[src/rtl/ufbd_pkg.sv]
// Shared widths, constants and sequencer states of the fractional baud divider.
package ufbd_pkg;

  localparam int unsigned PCLK_W = 27;
  localparam int unsigned BAUD_W = 23;
  localparam int unsigned DIV_W = 16;
  localparam int unsigned FRAC_W = 4;
  localparam int unsigned SEL_W = 2;

  localparam int unsigned FRACTION_LIMIT = 15;
  localparam logic [PCLK_W-1:0] SYS_CLK_RESET = PCLK_W'(72000000);

  localparam logic [SEL_W-1:0] SEL_FULL = 2'd1;
  localparam logic [SEL_W-1:0] SEL_HALF = 2'd2;
  localparam logic [SEL_W-1:0] SEL_EIGHTH = 2'd3;

  typedef enum logic [2:0] {
    ST_IDLE,
    ST_DIV_BAUD,
    ST_SETUP,
    ST_LOAD,
    ST_DIV_PAIR,
    ST_COMPARE,
    ST_DONE
  } state_t;

endpackage

[src/rtl/uart_fractional_baud_divider_core.sv]
// Top level of the UART fractional baud divider: divide and add/multiply search.
//
// Usage: write the core clock in hertz through system_clock_we/system_clock_hz
// while the block is idle (reset value 72 MHz). Raise start with clock_select
// and baud_rate; the request is taken at an edge where start is high and busy
// is low. busy then stays high until the result is shown.
// The result appears on divisor_latch, divide_add, multiply_value and
// divisor_overflow for exactly one cycle, marked by done; the receiver
// cannot stall, so it must take the result in that cycle.
// One bit-serial restoring divider, 31 steps a pass, does all the
// division. The integer divide is one pass plus a setup state.
// Each add/multiply pair tried is a load with the product, a divide pass
// and a compare. The inner loop over multiply values exits early once the
// difference grows; a zero baud rate skips the division and an exact
// divisor skips the pair search.
// One request is processed at a time.
// Reset returns the sequencer to idle and the clock register to 72 MHz.
module uart_fractional_baud_divider_core #(
  parameter int unsigned FRACTION_LIMIT = ufbd_pkg::FRACTION_LIMIT
) (
  input  logic                          clk,
  input  logic                          rst,
  input  logic                          system_clock_we,
  input  logic [ufbd_pkg::PCLK_W-1:0]   system_clock_hz,
  input  logic                          start,
  output logic                          busy,
  input  logic [ufbd_pkg::SEL_W-1:0]    clock_select,
  input  logic [ufbd_pkg::BAUD_W-1:0]   baud_rate,
  output logic                          done,
  output logic [ufbd_pkg::DIV_W-1:0]    divisor_latch,
  output logic [ufbd_pkg::FRAC_W-1:0]   divide_add,
  output logic [ufbd_pkg::FRAC_W-1:0]   multiply_value,
  output logic                          divisor_overflow
);

  localparam int unsigned PW = ufbd_pkg::PCLK_W;
  localparam int unsigned BW = ufbd_pkg::BAUD_W;
  localparam int unsigned FW = ufbd_pkg::FRAC_W;
  localparam int unsigned QW = PW + FW;
  localparam int unsigned CNT_W = $clog2(QW);
  localparam logic [FW-1:0] LIMIT = FW'(FRACTION_LIMIT);

  ufbd_pkg::state_t state, state_next;

  logic [PW-1:0]    clk_hz_cfg;
  logic [PW-1:0]    pclk;
  logic [PW-1:0]    rem;
  logic [PW-1:0]    prod;
  logic [PW-1:0]    best;
  logic [FW-1:0]    add_cnt;
  logic [FW-1:0]    mul_cnt;
  logic [QW-1:0]    quo;
  logic [BW-1:0]    part;
  logic [BW-1:0]    dvsr;
  logic [CNT_W-1:0] step_cnt;

  logic [PW-1:0]    pclk_sel;
  logic [BW:0]      shift_r;
  logic [BW+1:0]    trial;
  logic             ge;
  logic [BW-1:0]    part_next;
  logic [QW-1:0]    quo_next;
  logic [PW-1:0]    rem_calc;
  logic [QW-1:0]    diff;
  logic             diff_gt;
  logic             diff_lt;
  logic             accept;

  assign accept = start && !busy;

  always_comb begin
    unique case (clock_select)
      ufbd_pkg::SEL_FULL:   pclk_sel = clk_hz_cfg;
      ufbd_pkg::SEL_HALF:   pclk_sel = clk_hz_cfg >> 1;
      ufbd_pkg::SEL_EIGHTH: pclk_sel = clk_hz_cfg >> 3;
      default:              pclk_sel = clk_hz_cfg >> 2;
    endcase
  end

  // Restoring divide step.
  always_comb begin
    shift_r = {part, quo[QW-1]};
    trial = {1'b0, shift_r} - {2'b00, dvsr};
    ge = !trial[BW+1];
    part_next = ge ? trial[BW-1:0] : shift_r[BW-1:0];
    quo_next = {quo[QW-2:0], ge};
  end

  assign rem_calc = {part[PW-5:0], pclk[3:0]};
  assign diff = (quo > QW'(rem)) ? (quo - QW'(rem)) : (QW'(rem) - quo);
  assign diff_gt = diff > QW'(best);
  assign diff_lt = diff < QW'(best);

  always_ff @(posedge clk) begin
    if (rst) begin
      state <= ufbd_pkg::ST_IDLE;
      clk_hz_cfg <= ufbd_pkg::SYS_CLK_RESET;
    end else begin
      state <= state_next;
      if (system_clock_we) begin
        clk_hz_cfg <= system_clock_hz;
      end
    end
  end

  always_comb begin
    state_next = state;
    unique case (state)
      ufbd_pkg::ST_IDLE: begin
        if (accept) begin
          state_next = (baud_rate == '0) ? ufbd_pkg::ST_DONE : ufbd_pkg::ST_DIV_BAUD;
        end
      end
      ufbd_pkg::ST_DIV_BAUD: begin
        if (step_cnt == '0) begin
          state_next = ufbd_pkg::ST_SETUP;
        end
      end
      ufbd_pkg::ST_SETUP: begin
        state_next = (rem_calc == '0) ? ufbd_pkg::ST_DONE : ufbd_pkg::ST_LOAD;
      end
      ufbd_pkg::ST_LOAD: state_next = ufbd_pkg::ST_DIV_PAIR;
      ufbd_pkg::ST_DIV_PAIR: begin
        if (step_cnt == '0) begin
          state_next = ufbd_pkg::ST_COMPARE;
        end
      end
      ufbd_pkg::ST_COMPARE: begin
        if ((diff_gt || mul_cnt == FW'(1)) && add_cnt == LIMIT) begin
          state_next = ufbd_pkg::ST_DONE;
        end else begin
          state_next = ufbd_pkg::ST_LOAD;
        end
      end
      ufbd_pkg::ST_DONE: state_next = ufbd_pkg::ST_IDLE;
      default: state_next = ufbd_pkg::ST_IDLE;
    endcase
  end

  assign busy = (state != ufbd_pkg::ST_IDLE);
  assign done = (state == ufbd_pkg::ST_DONE);

  always_ff @(posedge clk) begin
    case (state)
      ufbd_pkg::ST_IDLE: begin
        pclk <= pclk_sel;
        quo <= QW'(pclk_sel[PW-1:4]);
        part <= '0;
        dvsr <= baud_rate;
        step_cnt <= CNT_W'(QW - 1);
        divide_add <= '0;
        multiply_value <= FW'(1);
        divisor_latch <= '1;
        divisor_overflow <= 1'b1;
      end
      ufbd_pkg::ST_DIV_BAUD, ufbd_pkg::ST_DIV_PAIR: begin
        quo <= quo_next;
        part <= part_next;
        step_cnt <= step_cnt - CNT_W'(1);
      end
      ufbd_pkg::ST_SETUP: begin
        rem <= rem_calc;
        best <= rem_calc;
        prod <= pclk - rem_calc;
        divisor_overflow <= |quo[BW-1:ufbd_pkg::DIV_W];
        divisor_latch <= (|quo[BW-1:ufbd_pkg::DIV_W]) ? '1 : quo[ufbd_pkg::DIV_W-1:0];
        add_cnt <= FW'(1);
        mul_cnt <= LIMIT;
      end
      ufbd_pkg::ST_LOAD: begin
        quo <= QW'(prod) * QW'(add_cnt);
        part <= '0;
        dvsr <= BW'(mul_cnt);
        step_cnt <= CNT_W'(QW - 1);
      end
      ufbd_pkg::ST_COMPARE: begin
        if (!diff_gt && diff_lt) begin
          best <= diff[PW-1:0];
          divide_add <= add_cnt;
          multiply_value <= mul_cnt;
        end
        if (diff_gt || mul_cnt == FW'(1)) begin
          add_cnt <= add_cnt + FW'(1);
          mul_cnt <= LIMIT;
        end else begin
          mul_cnt <= mul_cnt - FW'(1);
        end
      end
      default: begin
      end
    endcase
  end

  a_done_single: assert property (@(posedge clk) disable iff (rst) done |=> !done)
    else $error("result strobe held for more than one cycle");

  a_accept_busy: assert property (@(posedge clk) disable iff (rst)
      (start && !busy) |=> busy)
    else $error("request taken without going busy");

  a_mul_nonzero: assert property (@(posedge clk) disable iff (rst)
      done |-> (multiply_value != '0))
    else $error("multiply value of zero reported");

  a_overflow_sat: assert property (@(posedge clk) disable iff (rst)
      (done && divisor_overflow) |-> (divisor_latch == '1))
    else $error("overflow reported without saturated divisor");

  a_add_range: assert property (@(posedge clk) disable iff (rst)
      done |-> (divide_add <= LIMIT))
    else $error("add value beyond fraction limit");

endmodule

[config.mk]
export PLATFORM = sky130hd
export DESIGN_NAME = uart_fractional_baud_divider_core
export DESIGN_NICKNAME = d
export VERILOG_FILES = /design/src/rtl/ufbd_pkg.sv /design/src/rtl/uart_fractional_baud_divider_core.sv
export SDC_FILE = /design/constraint.sdc
export NUM_CORES = 1
export LEC_CHECK = 0
export BUFFER_PORTS_ARGS = -buffer_cell sky130_fd_sc_hd__buf_2
export CAP_MARGIN = 20
export CORE_AREA = 2 2 239 241
export DETAILED_ROUTE_END_ITERATION = 10
export DIE_AREA = 0 0 241 243
export PLACE_DENSITY = 0.57
export SLEW_MARGIN = 10
export SYNTH_ARGS = -nofsm -noshare
export SYNTH_HDL_FRONTEND = slang
export SYNTH_SLANG_ARGS = --single-unit
[constraint.sdc]
create_clock -name clk -period 9.9 [get_ports clk]
set_input_delay 0.99 -clock clk [delete_from_list [all_inputs] [get_ports clk]]
set_output_delay 0.99 -clock clk [all_outputs]
set_load 0.02 [all_outputs]
==> metrics.txt <==
Post-Syn Instances=1985; period utilization=68.9%; routed len/inst=19.8 um; max-slew violation count=0; GP Congestion=0.890; Ys Warns=0; area grow syn2layout=11.5%; Seq/Total Area, Yosys=37.1%; clock slew at reported path FFs=0.06 ns; vias per cell=5.30; post-route setup TNS=0 ns; Via Count=15000; root buffer cell=clkbuf_16; Synth top area share=34.0%; final hold vios=0; DP Area=20600 um2; nets=2314; status=complete, no violations; max_slew headroom=34.4%; leakage power=9.22 nW; final wirelength=56000 um; core area=56000 um2; worst slew pin tran=0.984 ns; total CTS buffers=28; die footprint=58600 um2; CP endpoint kind=flip-flop; initial antenna violation count=1; layout cells sized above 1=10.8%; total grt overflow=0; asr flop ratio synth=0%; die height=243 um; largest net degree at the start of global routing=68; first-pass GRT wire length=87000 um; row count=87; Max-Cap Viols=0; Clock Latency Late Sink=0.57 ns; CTS H-tree lvls=1; Cell Pwr Density=384 nW/um2; CP Launch Type=flip-flop; # diodes=0; post-synthesis register bit count=249; CP Class=flip-flop to flip-flop; Tot Pwr=8.28 mW; initial drt markers=873; number of global-route vias before repair=15200; clock skew=0.0212 ns; Hold WC Path Type=flip-flop to flip-flop; crit path max fanout=30; fin util=38.6%; synth top area cells=edfxtp_1 (34%), ha_1 (11%), fa_1 (5.0%); # DRC=0; Starting Density=34.6%; gr usage total=19.2%; Final ANT Viol Nets=0; finished layout cell area=21600 um2; Synth Flop Type=edfxtp_1; Cell Area, Synth=19400 um2; Synth area leader=edfxtp_1; Clock Path Buffers=3; Yosys cell types=91; drt first pass iters=5; TritonCTS clock tree=built; RSZ-0062 raised after global routing=no; Mapped Avg Cell Area=9.76 um2; Fmax=147 MHz; EDFF count, synth=219; Worst Path Arrival=7.09 ns; port buffer count=82; Critical Path RT=10.17 ns; Die X=241 um; Finish-stage setup viols=0; IO Count=83; setup bufs post-CTS=0; Resized Gates After CTS=0; CTS sink cnt=249; maximum VDD drop=0.214 mV; hold buffers post-CTS=0; crit path time final=6.83 ns; hpwl dp=44700 um
## report_power, final
| group | switching (mW) | internal (mW) | leakage (nW) |
|---|---|---|---|
| Clock | 0.444 | 0.637 | 0.477 |
| Combinational | 3.22 | 2.05 | 6.32 |
| Sequential | 0.318 | 1.61 | 2.42 |
| Total | 3.99 | 4.30 | 9.22 |
## final cells by class
class | count | area (um2)
fillers | 5635 | 34400
multi-input cells | 1444 | 11100
flip-flops and latches | 249 | 7180
well taps | 756 | 946
clock buffers | 40 | 828
inverters | 220 | 826
repair buffers | 100 | 626
clock inverters | 12 | 133
## metal layers
layer / part of all wire [%] / track usage, % / vias to the layer above / wire length (um)
met1: 43 / 24.9 / 7266 / 24200
met3: 4.4 / 2.09 / 111 / 2460
met5: 0 / 0 / - / 0
met2: 47 / 31.9 / 363 / 26500
li1: - / - / 7224 / -
met4: 4.9 / 8.79 / 0 / 2740
## synth_stat cells, types with 19 or more instances
| cell | instances |
|---|---|
| a21o_1 | 56 |
| a21oi_1 | 108 |
| and2_1 | 55 |
| and3_1 | 20 |
| clkbuf_1 | 51 |
| dfxtp_1 | 30 |
| edfxtp_1 | 219 |
| fa_1 | 48 |
| ha_1 | 167 |
| inv_1 | 218 |
| mux2i_1 | 68 |
| mux4_2 | 24 |
| nand2_1 | 188 |
| nand3_1 | 26 |
| nand4_1 | 41 |
| nor2_1 | 136 |
| nor3_1 | 39 |
| nor4_1 | 19 |
| o21a_1 | 26 |
| o21ai_0 | 92 |
| o21bai_1 | 20 |
| xnor2_1 | 53 |
| xor2_1 | 27 |
## per-stage QoR
stage          setup WS [ns]  std cells  hold slack [ns]
6_report                3.07       2821            0.493
5_1_grt                 2.59       2821            0.516
4_1_cts                 3.09       2818            0.500
3_5_place_dp            3.16       2766            0.484
3_3_place_gp            2.91       2764            0.479
2_1_floorplan           4.45       1995            0.448
## sequential cells by signal (all words and copies together), names as in the netlist, 5 cells and up
signal         cells
best              27
clk_hz_cfg        27
divisor_latch     16
dvsr              23
part              23
pclk              27
prod              23
quo               31
rem               27
step_cnt           5
## logic make-up (layout without fill, tap and decap cells)
family                     after synthesis  after routing  synth area share (%)
adders and majority gates              215            215                  15.8
AOI/OAI and AO/OA                      441            441                  15.3
and+or+nand+nor                        587            587                  14.7
muxes                                  109            109                  7.29
buffers and inverters                  302            372                  6.30
DFF                                    249            249                  37.1
other                                    2             12                0.0388
xor gates and xnor gates                80             80                  3.62
## worst max-delay path, cell delays in order (launching register included)
cell and delay [ns]:
edfxtp_1 0.45, ha_1 0.62, nand4_1 0.21, nor2_2 0.30
nand2_2 0.13, nor4_4 0.26, nor3b_1 0.14, a21oi_4 0.15
buf_4 0.41, mux2i_1 0.27, a311oi_2 0.57, o21ai_0 0.20
xnor2_1 0.17, ha_1 0.29, nand3_1 0.13, nor4_1 0.09
and2_1 0.15, o21ai_0 0.09, a21oi_1 0.07, a2111oi_0 0.34
o21ai_0 0.29, or3_1 0.43, nand2_1 0.51, buf_16 0.23
## path summary, 6_finish.rpt
check	cells past startpoint	slack [ns]	end	from
max	23	3.07	best[20]	quo[16]
min	0	0.49	rem[2]	pclk[2]
max reg2reg	23	3.07	best[20]	quo[16]
min reg2reg	0	0.49	rem[2]	pclk[2]
## placed cells by master, fill, tap and decap left out, types with 14 or more instances in the layout
master and n:
ha_1 167, a21o_1 56, o21ai_0 92, o21bai_1 20
nand4_1 41, nand2b_1 14, nor2b_1 14, nor3_1 38
mux2i_1 67, xnor2_1 53, a211oi_1 16, nor2_1 134
nor4_1 18, xor2_1 27, dfxtp_1 30, nand2_1 188
o21a_1 26, mux2_2 16, inv_1 218, and3_1 20
a22oi_1 15, a21oi_1 108, buf_2 82, nand3_1 26
fa_1 48, buf_4 14, and2_1 56, mux4_2 24
edfxtp_1 219, clkbuf_16 30
Power figures use the tool's default switching activity.
